**src/hdl/rth_pkg.sv**
```systemverilog
// Shared types and constants for the RGB to HSL pixel converter.
// Depends on nothing; every other file of the converter imports it.
package rth_pkg;

    // Field widths
    localparam int CHAN_W  = 8;   // one colour channel
    localparam int HUE_W   = 13;  // hue in sixteenths of a degree
    localparam int QUO_W   = 10;  // quotient bits produced by the divider
    localparam int NUM_W   = CHAN_W + QUO_W;
    localparam int SUM_W   = CHAN_W + 1;

    // Stream data widths, rounded up to whole bytes
    localparam int S_DATA_W = 24;
    localparam int M_DATA_W = 32;
    localparam int M_USED_W = HUE_W + 2 * CHAN_W;

    // Fixed-point constants
    localparam logic [CHAN_W-1:0] FULL_CODE   = 8'd255;
    localparam logic [SUM_W-1:0]  TWICE_FULL  = 9'd510;
    localparam logic [NUM_W-1:0]  HUE_SIXTY   = 18'd960;   // 60 degrees
    localparam logic [HUE_W-1:0]  HUE_GREEN   = 13'd1920;  // 120 degrees
    localparam logic [HUE_W-1:0]  HUE_BLUE    = 13'd3840;  // 240 degrees
    localparam logic [HUE_W-1:0]  HUE_FULL    = 13'd5760;  // 360 degrees
    localparam logic [HUE_W-1:0]  HUE_LIMIT   = 13'd5759;

    // Divider lanes
    localparam int LANE_HUE = 0;
    localparam int LANE_SAT = 1;
    localparam int LANES    = 2;

    // Hue sector: which channel holds the maximum
    typedef enum logic [1:0] {
        SEC_RED,
        SEC_GREEN,
        SEC_BLUE
    } rth_sector_t;

    // Values that ride alongside the divider
    typedef struct packed {
        rth_sector_t        sector;
        logic               neg;      // channel difference is negative
        logic               grey;     // max equals min
        logic [CHAN_W-1:0]  light;
    } rth_side_t;

    localparam int SIDE_W = $bits(rth_side_t);

    // Channel extrema after the first front stage
    typedef struct packed {
        logic [CHAN_W-1:0]  delta;
        logic [SUM_W-1:0]   sum;
        rth_sector_t        sector;
        logic               neg;
        logic [CHAN_W-1:0]  absdiff;
    } rth_ext_t;

    // Dividends and divisors handed to the divider
    typedef struct packed {
        logic [NUM_W-1:0]   hue_num;
        logic [CHAN_W-1:0]  hue_den;
        logic [NUM_W-1:0]   sat_num;
        logic [CHAN_W-1:0]  sat_den;
        rth_side_t          side;
    } rth_div_in_t;

endpackage

```
**src/hdl/rth_front.sv**
```systemverilog
// Front end of the converter: channel extrema, sector, and the dividends.
// Two register stages with per-stage valid and ready. Uses rth_pkg.
module rth_front (
    input  logic                         aclk,
    input  logic                         aresetn,
    input  logic                         in_valid,
    output logic                         in_ready,
    input  logic [rth_pkg::CHAN_W-1:0]   in_red,
    input  logic [rth_pkg::CHAN_W-1:0]   in_green,
    input  logic [rth_pkg::CHAN_W-1:0]   in_blue,
    output logic                         out_valid,
    input  logic                         out_ready,
    output rth_pkg::rth_div_in_t         out_data
);
    import rth_pkg::*;

    logic        ext_valid_reg;
    rth_ext_t    ext_reg;
    rth_ext_t    ext_next;
    logic        ext_ready;

    logic        div_valid_reg;
    rth_div_in_t div_reg;
    rth_div_in_t div_next;
    logic        div_ready;

    logic [CHAN_W-1:0] mx;
    logic [CHAN_W-1:0] mn;
    logic [CHAN_W-1:0] opa;
    logic [CHAN_W-1:0] opb;

    // A stage takes a new transaction when empty or when its successor moves
    assign div_ready = !div_valid_reg || out_ready;
    assign ext_ready = !ext_valid_reg || div_ready;
    assign in_ready  = ext_ready;

    // Find max, min and the sector, then the signed channel difference
    always_comb begin
        mx = in_red;
        mn = in_red;
        if (in_green > mx) mx = in_green;
        if (in_blue  > mx) mx = in_blue;
        if (in_green < mn) mn = in_green;
        if (in_blue  < mn) mn = in_blue;

        priority if (in_red == mx) begin
            ext_next.sector = SEC_RED;
            opa = in_green;
            opb = in_blue;
        end else if (in_green == mx) begin
            ext_next.sector = SEC_GREEN;
            opa = in_blue;
            opb = in_red;
        end else begin
            ext_next.sector = SEC_BLUE;
            opa = in_red;
            opb = in_green;
        end

        ext_next.neg     = opa < opb;
        ext_next.absdiff = (opa < opb) ? (opb - opa) : (opa - opb);
        ext_next.delta   = mx - mn;
        ext_next.sum     = SUM_W'(mx) + SUM_W'(mn);
    end

    // Form the dividends, the divisors and the lightness
    always_comb begin
        div_next.hue_num = NUM_W'(ext_reg.absdiff) * HUE_SIXTY;
        div_next.hue_den = ext_reg.delta;
        div_next.sat_num = (NUM_W'(ext_reg.delta) << CHAN_W) - NUM_W'(ext_reg.delta);
        if (ext_reg.sum > SUM_W'(FULL_CODE)) begin
            div_next.sat_den = CHAN_W'(TWICE_FULL - ext_reg.sum);
        end else begin
            div_next.sat_den = ext_reg.sum[CHAN_W-1:0];
        end
        div_next.side.sector = ext_reg.sector;
        div_next.side.neg    = ext_reg.neg;
        div_next.side.grey   = (ext_reg.delta == '0);
        div_next.side.light  = CHAN_W'((SUM_W'(ext_reg.sum) + SUM_W'(1)) >> 1);
    end

    // Advance the valid bits
    always_ff @(posedge aclk) begin
        if (!aresetn) begin
            ext_valid_reg <= 1'b0;
            div_valid_reg <= 1'b0;
        end else begin
            if (ext_ready) ext_valid_reg <= in_valid;
            if (div_ready) div_valid_reg <= ext_valid_reg;
        end
    end

    // Load payload only with a live transaction
    always_ff @(posedge aclk) begin
        if (ext_ready && in_valid)      ext_reg <= ext_next;
        if (div_ready && ext_valid_reg) div_reg <= div_next;
    end

    assign out_valid = div_valid_reg;
    assign out_data  = div_reg;

endmodule

```
**src/hdl/rth_divider.sv**
```systemverilog
// Pipelined restoring divider with several lanes in lockstep and a side band.
// Produces STEPS quotient bits per stage; the quotient must fit Q_BITS. Uses rth_pkg.
module rth_divider #(
    parameter int LANES  = 2,
    parameter int Q_BITS = 10,
    parameter int D_BITS = 8,
    parameter int STEPS  = 2,
    parameter int SB_W   = 12
) (
    input  logic                       aclk,
    input  logic                       aresetn,
    input  logic                       in_valid,
    output logic                       in_ready,
    input  logic [D_BITS+Q_BITS-1:0]   in_num [LANES],
    input  logic [D_BITS-1:0]          in_den [LANES],
    input  logic [SB_W-1:0]            in_side,
    output logic                       out_valid,
    input  logic                       out_ready,
    output logic [Q_BITS-1:0]          out_quo [LANES],
    output logic [SB_W-1:0]            out_side
);
    import rth_pkg::*;

    localparam int STAGES = (Q_BITS + STEPS - 1) / STEPS;

    // Stage registers
    logic              valid_reg [STAGES];
    logic [SB_W-1:0]   side_reg  [STAGES];
    logic [D_BITS-1:0] rem_reg   [STAGES][LANES];
    logic [Q_BITS-1:0] low_reg   [STAGES][LANES];
    logic [Q_BITS-1:0] quo_reg   [STAGES][LANES];
    logic [D_BITS-1:0] den_reg   [STAGES][LANES];

    // Stage inputs
    logic              valid_in  [STAGES];
    logic [SB_W-1:0]   side_in   [STAGES];
    logic [D_BITS-1:0] rem_in    [STAGES][LANES];
    logic [Q_BITS-1:0] low_in    [STAGES][LANES];
    logic [Q_BITS-1:0] quo_in    [STAGES][LANES];
    logic [D_BITS-1:0] den_in    [STAGES][LANES];

    logic              stage_ready [STAGES];

    assign in_ready = stage_ready[0];

    for (genvar s = 0; s < STAGES; s++) begin : g_stage
        // Ready chain: take a transaction when empty or when the next stage moves
        if (s == STAGES - 1) begin : g_last
            assign stage_ready[s] = !valid_reg[s] || out_ready;
        end else begin : g_mid
            assign stage_ready[s] = !valid_reg[s] || stage_ready[s+1];
        end

        // Select the stage input: fresh dividend or the previous stage
        if (s == 0) begin : g_first
            assign valid_in[s] = in_valid;
            assign side_in[s]  = in_side;
            for (genvar l = 0; l < LANES; l++) begin : g_lane_in
                assign rem_in[s][l] = in_num[l][D_BITS+Q_BITS-1:Q_BITS];
                assign low_in[s][l] = in_num[l][Q_BITS-1:0];
                assign quo_in[s][l] = '0;
                assign den_in[s][l] = in_den[l];
            end
        end else begin : g_next
            assign valid_in[s] = valid_reg[s-1];
            assign side_in[s]  = side_reg[s-1];
            for (genvar l = 0; l < LANES; l++) begin : g_lane_in
                assign rem_in[s][l] = rem_reg[s-1][l];
                assign low_in[s][l] = low_reg[s-1][l];
                assign quo_in[s][l] = quo_reg[s-1][l];
                assign den_in[s][l] = den_reg[s-1][l];
            end
        end

        for (genvar l = 0; l < LANES; l++) begin : g_lane
            logic [D_BITS-1:0] rem_next;
            logic [Q_BITS-1:0] low_next;
            logic [Q_BITS-1:0] quo_next;
            logic [D_BITS:0]   trial;

            // Shift in one dividend bit per step, subtract where it fits
            always_comb begin
                rem_next = rem_in[s][l];
                low_next = low_in[s][l];
                quo_next = quo_in[s][l];
                trial    = '0;
                for (int j = 0; j < STEPS; j++) begin
                    if (s * STEPS + j < Q_BITS) begin
                        trial    = {rem_next, low_next[Q_BITS-1]};
                        low_next = {low_next[Q_BITS-2:0], 1'b0};
                        if (trial >= {1'b0, den_in[s][l]}) begin
                            rem_next = D_BITS'(trial - {1'b0, den_in[s][l]});
                            quo_next = {quo_next[Q_BITS-2:0], 1'b1};
                        end else begin
                            rem_next = trial[D_BITS-1:0];
                            quo_next = {quo_next[Q_BITS-2:0], 1'b0};
                        end
                    end
                end
            end

            // Hold the partial result with its transaction
            always_ff @(posedge aclk) begin
                if (stage_ready[s] && valid_in[s]) begin
                    rem_reg[s][l] <= rem_next;
                    low_reg[s][l] <= low_next;
                    quo_reg[s][l] <= quo_next;
                    den_reg[s][l] <= den_in[s][l];
                end
            end
        end

        // Advance the valid bit
        always_ff @(posedge aclk) begin
            if (!aresetn) begin
                valid_reg[s] <= 1'b0;
            end else if (stage_ready[s]) begin
                valid_reg[s] <= valid_in[s];
            end
        end

        always_ff @(posedge aclk) begin
            if (stage_ready[s] && valid_in[s]) side_reg[s] <= side_in[s];
        end
    end

    assign out_valid = valid_reg[STAGES-1];
    assign out_side  = side_reg[STAGES-1];
    for (genvar l = 0; l < LANES; l++) begin : g_out
        assign out_quo[l] = quo_reg[STAGES-1][l];
    end

endmodule

```
**src/hdl/rth_back.sv**
```systemverilog
// Output stage: places the hue quotient in its sector, masks grey pixels and
// registers the result transaction. Uses rth_pkg.
module rth_back (
    input  logic                          aclk,
    input  logic                          aresetn,
    input  logic                          in_valid,
    output logic                          in_ready,
    input  logic [rth_pkg::QUO_W-1:0]     in_hue_quo,
    input  logic [rth_pkg::QUO_W-1:0]     in_sat_quo,
    input  rth_pkg::rth_side_t            in_side,
    output logic                          out_valid,
    input  logic                          out_ready,
    output logic [rth_pkg::HUE_W-1:0]     out_hue,
    output logic [rth_pkg::CHAN_W-1:0]    out_sat,
    output logic [rth_pkg::CHAN_W-1:0]    out_light
);
    import rth_pkg::*;

    logic              valid_reg;
    logic [HUE_W-1:0]  hue_reg;
    logic [HUE_W-1:0]  hue_next;
    logic [CHAN_W-1:0] sat_reg;
    logic [CHAN_W-1:0] sat_next;
    logic [CHAN_W-1:0] light_reg;
    logic [HUE_W-1:0]  base;
    logic [HUE_W-1:0]  quo;

    // Take a transaction while the output is empty or being taken
    assign in_ready = !valid_reg || out_ready;

    // Offset the quotient by its sector; wrap a negative red hue by 360 degrees
    always_comb begin
        quo = HUE_W'(in_hue_quo);
        unique case (in_side.sector)
            SEC_RED:   base = (in_side.neg && quo != '0) ? HUE_FULL : '0;
            SEC_GREEN: base = HUE_GREEN;
            SEC_BLUE:  base = HUE_BLUE;
            default:   base = '0;
        endcase
        hue_next = in_side.neg ? (base - quo) : (base + quo);

        // Clip saturation at full scale
        if (in_sat_quo > QUO_W'(FULL_CODE)) begin
            sat_next = FULL_CODE;
        end else begin
            sat_next = in_sat_quo[CHAN_W-1:0];
        end

        // Grey pixel: no hue, no saturation
        if (in_side.grey) begin
            hue_next = '0;
            sat_next = '0;
        end
    end

    always_ff @(posedge aclk) begin
        if (!aresetn) begin
            valid_reg <= 1'b0;
        end else if (in_ready) begin
            valid_reg <= in_valid;
        end
    end

    always_ff @(posedge aclk) begin
        if (in_ready && in_valid) begin
            hue_reg   <= hue_next;
            sat_reg   <= sat_next;
            light_reg <= in_side.light;
        end
    end

    assign out_valid = valid_reg;
    assign out_hue   = hue_reg;
    assign out_sat   = sat_reg;
    assign out_light = light_reg;

endmodule

```
**src/hdl/rgb_to_hsl_converter_unit.sv**
```systemverilog
// Top level of the RGB to HSL pixel converter.
// Joins rth_front, rth_divider and rth_back; uses rth_pkg.
//
//  channel | ports        | tdata fields (lowest bit first)
//  --------+--------------+-----------------------------------------------
//  input   | s_tvalid/... | red[7:0], green[15:8], blue[23:16]
//  result  | m_tvalid/... | hue[12:0], saturation[20:13], lightness[28:21], 0
//
// One pixel enters per clock while s_tready is high; each pixel passes through
// two front stages, five divider stages (two quotient bits per stage) and the
// output register. Every stage has its own valid bit and takes a new
// transaction when it is empty or its successor moves, so a stall on the result
// side fills bubbles before s_tready drops. Reset clears the valid bits only;
// the converter keeps no state between pixels.
module rgb_to_hsl_converter_unit (
    input  logic                          aclk,
    input  logic                          aresetn,
    input  logic                          s_tvalid,
    output logic                          s_tready,
    input  logic [rth_pkg::S_DATA_W-1:0]  s_tdata,   // red, green, blue
    output logic                          m_tvalid,
    input  logic                          m_tready,
    output logic [rth_pkg::M_DATA_W-1:0]  m_tdata    // hue, saturation, lightness, zeros
);
    import rth_pkg::*;

    logic        div_in_valid;
    logic        div_in_ready;
    rth_div_in_t div_in;

    logic [NUM_W-1:0]  num  [LANES];
    logic [CHAN_W-1:0] den  [LANES];
    logic [QUO_W-1:0]  quo  [LANES];
    logic [SIDE_W-1:0] side_out;
    rth_side_t         side_res;

    logic        back_valid;
    logic        back_ready;

    logic [HUE_W-1:0]  hue;
    logic [CHAN_W-1:0] sat;
    logic [CHAN_W-1:0] light;

    // Extrema and dividends
    rth_front u_front (
        .aclk      (aclk),
        .aresetn   (aresetn),
        .in_valid  (s_tvalid),
        .in_ready  (s_tready),
        .in_red    (s_tdata[CHAN_W-1:0]),
        .in_green  (s_tdata[2*CHAN_W-1:CHAN_W]),
        .in_blue   (s_tdata[3*CHAN_W-1:2*CHAN_W]),
        .out_valid (div_in_valid),
        .out_ready (div_in_ready),
        .out_data  (div_in)
    );

    assign num[LANE_HUE] = div_in.hue_num;
    assign den[LANE_HUE] = div_in.hue_den;
    assign num[LANE_SAT] = div_in.sat_num;
    assign den[LANE_SAT] = div_in.sat_den;

    // Hue and saturation quotients in lockstep
    rth_divider #(
        .LANES  (LANES),
        .Q_BITS (QUO_W),
        .D_BITS (CHAN_W),
        .STEPS  (2),
        .SB_W   (SIDE_W)
    ) u_divider (
        .aclk      (aclk),
        .aresetn   (aresetn),
        .in_valid  (div_in_valid),
        .in_ready  (div_in_ready),
        .in_num    (num),
        .in_den    (den),
        .in_side   (div_in.side),
        .out_valid (back_valid),
        .out_ready (back_ready),
        .out_quo   (quo),
        .out_side  (side_out)
    );

    assign side_res = rth_side_t'(side_out);

    // Sector offset, grey mask and result register
    rth_back u_back (
        .aclk       (aclk),
        .aresetn    (aresetn),
        .in_valid   (back_valid),
        .in_ready   (back_ready),
        .in_hue_quo (quo[LANE_HUE]),
        .in_sat_quo (quo[LANE_SAT]),
        .in_side    (side_res),
        .out_valid  (m_tvalid),
        .out_ready  (m_tready),
        .out_hue    (hue),
        .out_sat    (sat),
        .out_light  (light)
    );

    assign m_tdata = {(M_DATA_W - M_USED_W)'(0), light, sat, hue};

endmodule

```
**config.mk**
```make
export PLATFORM = sky130hd
export DESIGN_NAME = rgb_to_hsl_converter_unit
export DESIGN_NICKNAME = d
export VERILOG_FILES = /design/src/hdl/rth_pkg.sv /design/src/hdl/rth_front.sv /design/src/hdl/rth_divider.sv /design/src/hdl/rth_back.sv /design/src/hdl/rgb_to_hsl_converter_unit.sv
export SDC_FILE = /design/constraint.sdc
export NUM_CORES = 1
export LEC_CHECK = 0
export BUFFER_PORTS_ARGS = -buffer_cell sky130_fd_sc_hd__buf_2
export CORE_MARGIN = 2
export CORE_UTILIZATION = 64
export DETAILED_ROUTE_END_ITERATION = 12
export GPL_ROUTABILITY_DRIVEN = 0
export HOLD_SLACK_MARGIN = 0.1
export PLACE_DENSITY = 0.81
export SYNTH_ARGS = -nofsm -noshare
export SYNTH_HDL_FRONTEND = slang
export SYNTH_SLANG_ARGS = --single-unit
export TNS_END_PERCENT = 100
```
**constraint.sdc**
```tcl
create_clock -name aclk -period 8.9 [get_ports aclk]
set_clock_uncertainty 0.2 [all_clocks]
set_input_delay 0.445 -clock aclk [delete_from_list [all_inputs] [get_ports aclk]]
set_output_delay 0.445 -clock aclk [all_outputs]
set_load 0.03 [all_outputs]
```
After elaboration in Yosys (flattened, before gate mapping):

Memory sizes are Yosys's and may differ from the RTL's.
Cells that the tools add are included.

* output and inout port bits: 34
* register bits: 117
* latch bits: 0
* memory bits (writable): 405
* logic and storage cells: 205
* memory bits (read-only): 0
* input port bits: 28
* memories: 6

* reduce and logical (&&, ||, !) cells: 28
* mux-type cells: 86
* bitwise gates (word level): 5
* divide/modulo/power cells: 0
* magnitude comparators: 27
* $mul: 1
* shifts and indexed selects: 0
* add/subtract/negate cells: 29
* equal/unequal tests: 4

Memories
* u_divider.quo_reg: depth 5, width 20, read ports 5, clocked after memory_dff 0, wr ports 5, RTL line rth_divider.sv:31 `logic [Q_BITS-1:0] quo_reg [STAGES][LANES];`
* u_divider.den_reg: depth 5, width 16, read ports 4, clocked after memory_dff 0, wr ports 5, RTL line rth_divider.sv:32 `logic [D_BITS-1:0] den_reg [STAGES][LANES];`
* u_divider.low_reg: depth 5, width 16, read ports 4, clocked after memory_dff 0, wr ports 5, RTL line rth_divider.sv:30 `logic [Q_BITS-1:0] low_reg [STAGES][LANES];`
* u_divider.rem_reg: depth 5, width 16, read ports 4, clocked after memory_dff 0, wr ports 5, RTL line rth_divider.sv:29 `logic [D_BITS-1:0] rem_reg [STAGES][LANES];`
* u_divider.side_reg: depth 5, width 12, read ports 5, clocked after memory_dff 0, wr ports 5, RTL line rth_divider.sv:28 `logic [SB_W-1:0] side_reg [STAGES];`
* u_divider.valid_reg: depth 5, width 1, read ports 5, clocked after memory_dff 0, wr ports 5, RTL line rth_divider.sv:27 `logic valid_reg [STAGES];`

Operator list (number)
* 8-bit 2-to-1 mux: 31
* 8-bit subtractor: 23
* 9-bit by 8-bit greater-or-equal comparator with 1-bit output: 20
* 1-bit 2-to-1 mux: 51
* 13-bit one-hot mux with 3 select lines: 1
* 13-bit 2-to-1 mux: 2
* 8-bit less-than comparator: 3
* 16-bit by 8-bit subtractor with 17-bit output: 1
* 8-bit equality test: 2
* 8-bit greater-than comparator: 2
* 13-bit by 10-bit adder with 13-bit output: 1
* 13-bit by 10-bit subtractor with 13-bit output: 1
* 8-bit by 4-bit multiplier with 12-bit output, second input constant: 1
* 10-bit by 8-bit greater-than comparator with 1-bit output, second input constant: 1
* 10-bit nonzero test: 1
* 8-bit by 8-bit adder with 9-bit output: 1
* 9-bit by 1-bit adder with 9-bit output, second input constant: 1
* 9-bit by 8-bit greater-than comparator with 1-bit output, second input constant: 1
* 1-bit logical AND: 9
* 1-bit logical NOT: 8
* 8-bit logical NOT: 1
* 1-bit logical OR: 8
* 8-bit subtractor, first input constant: 1
* 1-bit OR: 5
* other kinds (4): 4

Logic depth before layout (Yosys ltp):

* depth after elaboration: 11
* mapped depth: 39
* gate-level depth less buffers: 31

Hierarchy:

From an unflattened synthesis, not the netlist that was laid out.

* cells, all modules: 2201
* area total of the unflattened synthesis: 25662.1 um^2

Modules (own cells, without submodules)
* rth_divider: seq. area each 8788.4 um^2, area an instance 17032.6 um^2, cells an instance 1369, instances 1
* rth_front: seq. area each 2502.4 um^2, area an instance 6652.6 um^2, cells an instance 647, instances 1
* rth_back: seq. area each 890.9 um^2, area an instance 1950.6 um^2, cells an instance 181, instances 1
* rgb_to_hsl_converter_unit: seq. area each 0.0 um^2, area an instance 26.3 um^2, cells an instance 4, instances 1

Least setup slack after synthesis:

OpenSTA, ideal clock, no wires.

* path kind: in2reg
* start: input s_tdata[1] (netlist name)
* end: register u_front.ext_reg[7] (netlist name) (data pin)
* stages on the path: 34
* arrival time: 7.071 ns
* slack: 1.460 ns
* path buffers: 9
* setup time: 0.169 ns
* data required time: 8.531 ns
* cell sequence: clkbuf_1 inv_1 ha_1 nor2b_1 o211ai_2 a21oi_1 o21bai_1 buf_2 buf_1 a21oi_1 ha_1 nand4_1 o21a_2 or2_1 buf_4 buf_2 a221o_1 nor2_1 buf_2 buf_2 a21oi_1 a21oi_1 ha_1 clkbuf_1 a21o_1 a21oi_1 o21bai_1 a21o_1 a21o_1 a21oi_1 buf_2 a221o_1 mux2_2 nor4b_2

RTL lines
* from (decl): RTL line rgb_to_hsl_converter_unit.sv:20 `input logic [rth_pkg::S_DATA_W-1:0] s_tdata,`
* to (signal assigned): RTL line rth_front.sv:95 `if (ext_ready && in_valid) ext_reg <= ext_next;`
* to (decl): RTL line rth_front.sv:18 `rth_ext_t ext_reg;`

==> impl_results.md <==
- WS Path Type: input pin to flip-flop
- Die Ht: slightly below 200 µm
- Post-Synthesis Cells: about 2100
- Routed Antenna Nets: 0
- Post-DP HPWL: 33.2 mm
- DRT iter0 DRCs: roughly 1000
- Hold Vio Cnt, Final: 0
- Total number of yosys warnings: 0
- CTS buffer count: 39
- Max cap viols: 0
- Routed WL: about 46 mm
- TritonRoute pass-1 iters: 5
- Mapped Avg Cell Area: 11.1 µm²
- Worst slew pin tran: about 1.2 ns
- Placed cell count: around 2600
- # H-tree levels: 2
- Final instance count without filler cells: between 2000 and 3000
- Ranking of synthesized cells by area: edfxtp_1 48%, ha_1 13%, inv_1 3.8%
- Fillers: ~2400
- Antenna cell count: 0
- Register area share after synthesis: between 40% and 50%
- Seq cells post-synth: about 380
- Post-layout util: between 70% and 80%
- Hold/Removal Path Class: flip-flop to flip-flop
- Status: completed
- Worst Setup End Kind: flip-flop
- FF+latch area: around 11000 µm²
- Later-pin clock latency in the skew report: ~0.54 ns
- Core Area: around 37000 µm²
- Die width: a little under 200 µm
- IO buf count: between 50 and 60
- Die area: between 30000 and 40000 µm²
- Critical path peak fanout: 20
- Setup TNS: 0 ns
- Slew Limit Fails: 0
- CTS Root Cell: clkbuf_16
- Via count: between 15000 and 20000
- Layout cell share with drive strength beyond 1: between 10% and 20%
- GRT Residual Overflow: 0
- Ys flop type: edfxtp_1
- CTS sink cnt: around 380
- Fmax: about 130 MHz
- Most used cell, CP: a21oi_1
- Max clock buf depth: 3
- Unrepaired setup endpoints after global routing: no
- Multi-input logic area: 11200 µm²
- Drt wl/cell: approximately 17 µm
- Vias in the first global route: approximately 16000
- Final min period: slightly below 8 ns
- DR DRC count: 0
- Nets: between 2000 and 2500
- Initial antenna violation count: 0
- Worst EP arrival: 7.90 ns
- Pin count of the biggest net entering global routing: 61
- Lkg Pwr: ~11 nW
- Post-cts repair resize count: 0
- Post-synthesis async set-or-reset flop share: 0%
- Max FFs per register: 64
- CP max stage delay: about 0.56 ns
- Most area-hungry cell type in the Yosys netlist: edfxtp_1
- Clock Pin Slew Worst Setup and Hold Paths: 0.06 ns
- First-pass GRT wire length: about 76 mm
- Worst vdd ir: roughly 0.00025 V
- P&R area growth vs syn: 9.20%
- Mapped Area: 23600 µm²
- Synth cell types: between 70 and 80
- Final period utilization: 87.0%
- Drt via density: roughly 6
- PwrDens: around 280 nW/µm²
- CP required: between 9 and 10 ns
- Top cell type's share of synthesized area: 47.9%
- Crit path launch type: input pin
- GRT Util Overall: between 20% and 30%
- Top Ports: a little over 60
- EDFF count, synth: ~380
- Rel. slew slack: a little over a fifth
- Initial core utilization: between 60% and 70%
- Final setup viols: 0
- WHS: between 0.2 and 0.25 ns
- Row count: 70
- TritonCTS clock tree: done
- Crit path max-delay cell type: nor2_1
report_power, final:
part	total, mW	internal, mW	switching [mW]	leakage, nW
logic	3.08	1.45	1.63	6.42
clock network	1.67	0.989	0.683	0.625
registers	2.54	2.38	0.159	3.48
total	7.29	4.82	2.47	10.5
synthesized netlist by cell type, types with 4 or more instances:
master	n
or3_1	6
mux2_2	72
a21o_1	46
nor4_1	4
a21boi_0	26
buf_4	4
or2_2	6
a211oi_1	5
a21oi_1	109
fa_1	33
o311ai_0	7
buf_2	6
edfxtp_1	377
clkbuf_1	37
or4_1	4
a31oi_1	6
inv_1	238
dfxtp_1	4
o21bai_1	19
o31ai_1	19
nand2b_1	28
o21ai_0	141
o21a_1	14
nor2b_1	49
nand4_1	29
nor2_1	186
nand3_1	24
ha_1	237
and2_1	9
mux2i_1	40
a221oi_1	4
xor2_1	48
buf_1	5
nor3_1	10
a41oi_1	4
and3_1	10
xnor2_1	96
nand2_1	114
routing by layer:
layer	wire [µm]	global-route usage, %	up-vias
li1	-	-	7683
met4	1940	10.9	0
met3	2330	3.34	156
met5	0	0	-
met1	18500	28.0	7515
met2	23500	45.2	531
logic make-up (layout without fill, tap and decap cells):
| group | count (synthesis) | count (layout) | synth area share (%) |
|---|---|---|---|
| adders and majority gates | 270 | 270 | 15.3 |
| buffers and inverters | 290 | 386 | 4.70 |
| other | 1 | 4 | 0.0159 |
| muxes | 112 | 112 | 5.12 |
| AOI/OAI and AO/OA | 437 | 437 | 11.6 |
| xor gates and xnor gates | 144 | 144 | 5.34 |
| DFF | 381 | 381 | 48.2 |
| and+or+nand+nor | 487 | 487 | 9.65 |
cell type report:
type | count | area share [%]
Multi-Input combinational cell | 1454 | 43.3
Inverter | 238 | 3.46
Clock inverter | 26 | 1.20
Tap cell | 468 | 2.27
Sequential cell | 381 | 44.2
Clock buffer | 45 | 3.87
Timing Repair Buffer | 77 | 1.71
timing repair:
action,CTS,global route
hold buffers,3,0
setup buffers,0,0
setup endpoints to repair,0,0
hold endpoints to repair,8,0
final timing paths:
kind	startpoint	endpoint	slack [ns]	cells past startpoint
worst max-delay path	s_tdata[1]	u_front.ext_reg[7]	1.16	34
worst min-delay path	u_divider.side_reg[0][55]	u_back.out_light[7]	0.21	0
worst max register to register	u_divider.den_reg[2][1]	u_divider.rem_reg[3][2]	2.17	25
worst min register to register	u_divider.side_reg[0][55]	u_back.out_light[7]	0.21	0
layout by cell type (no fill, tap or decap), types with 40 or more instances in the layout:
cell	synthesis	routed
a21o_1	46	46
nand2_1	114	114
inv_1	238	238
a21oi_1	109	109
xnor2_1	96	96
edfxtp_1	377	377
ha_1	237	237
nor2b_1	49	45
o21ai_0	141	141
xor2_1	48	48
mux2i_1	40	40
mux2_2	72	72
buf_2	6	58
nor2_1	186	186
worst max-delay path, delay by kind of cell:
kind / cells / cell delay, ns
AOI/OAI and AO/OA: 18 / 3.14
adders and majority gates: 3 / 1.09
buffers and inverters: 5 / 1.06
muxes: 1 / 0.36
and+or+nand+nor: 7 / 1.78
stage by stage:
step	power, mW	area (µm²)	worst slack [ns]
2_1_floorplan	5.00	23700	1.46
5_1_grt	7.79	25800	0.528
6_report	7.29	25800	1.16
3_3_place_gp	5.43	24500	1.16
3_5_place_dp	5.59	24500	0.789
4_1_cts	7.31	25800	1.32
Power figures use the tool's default switching activity.
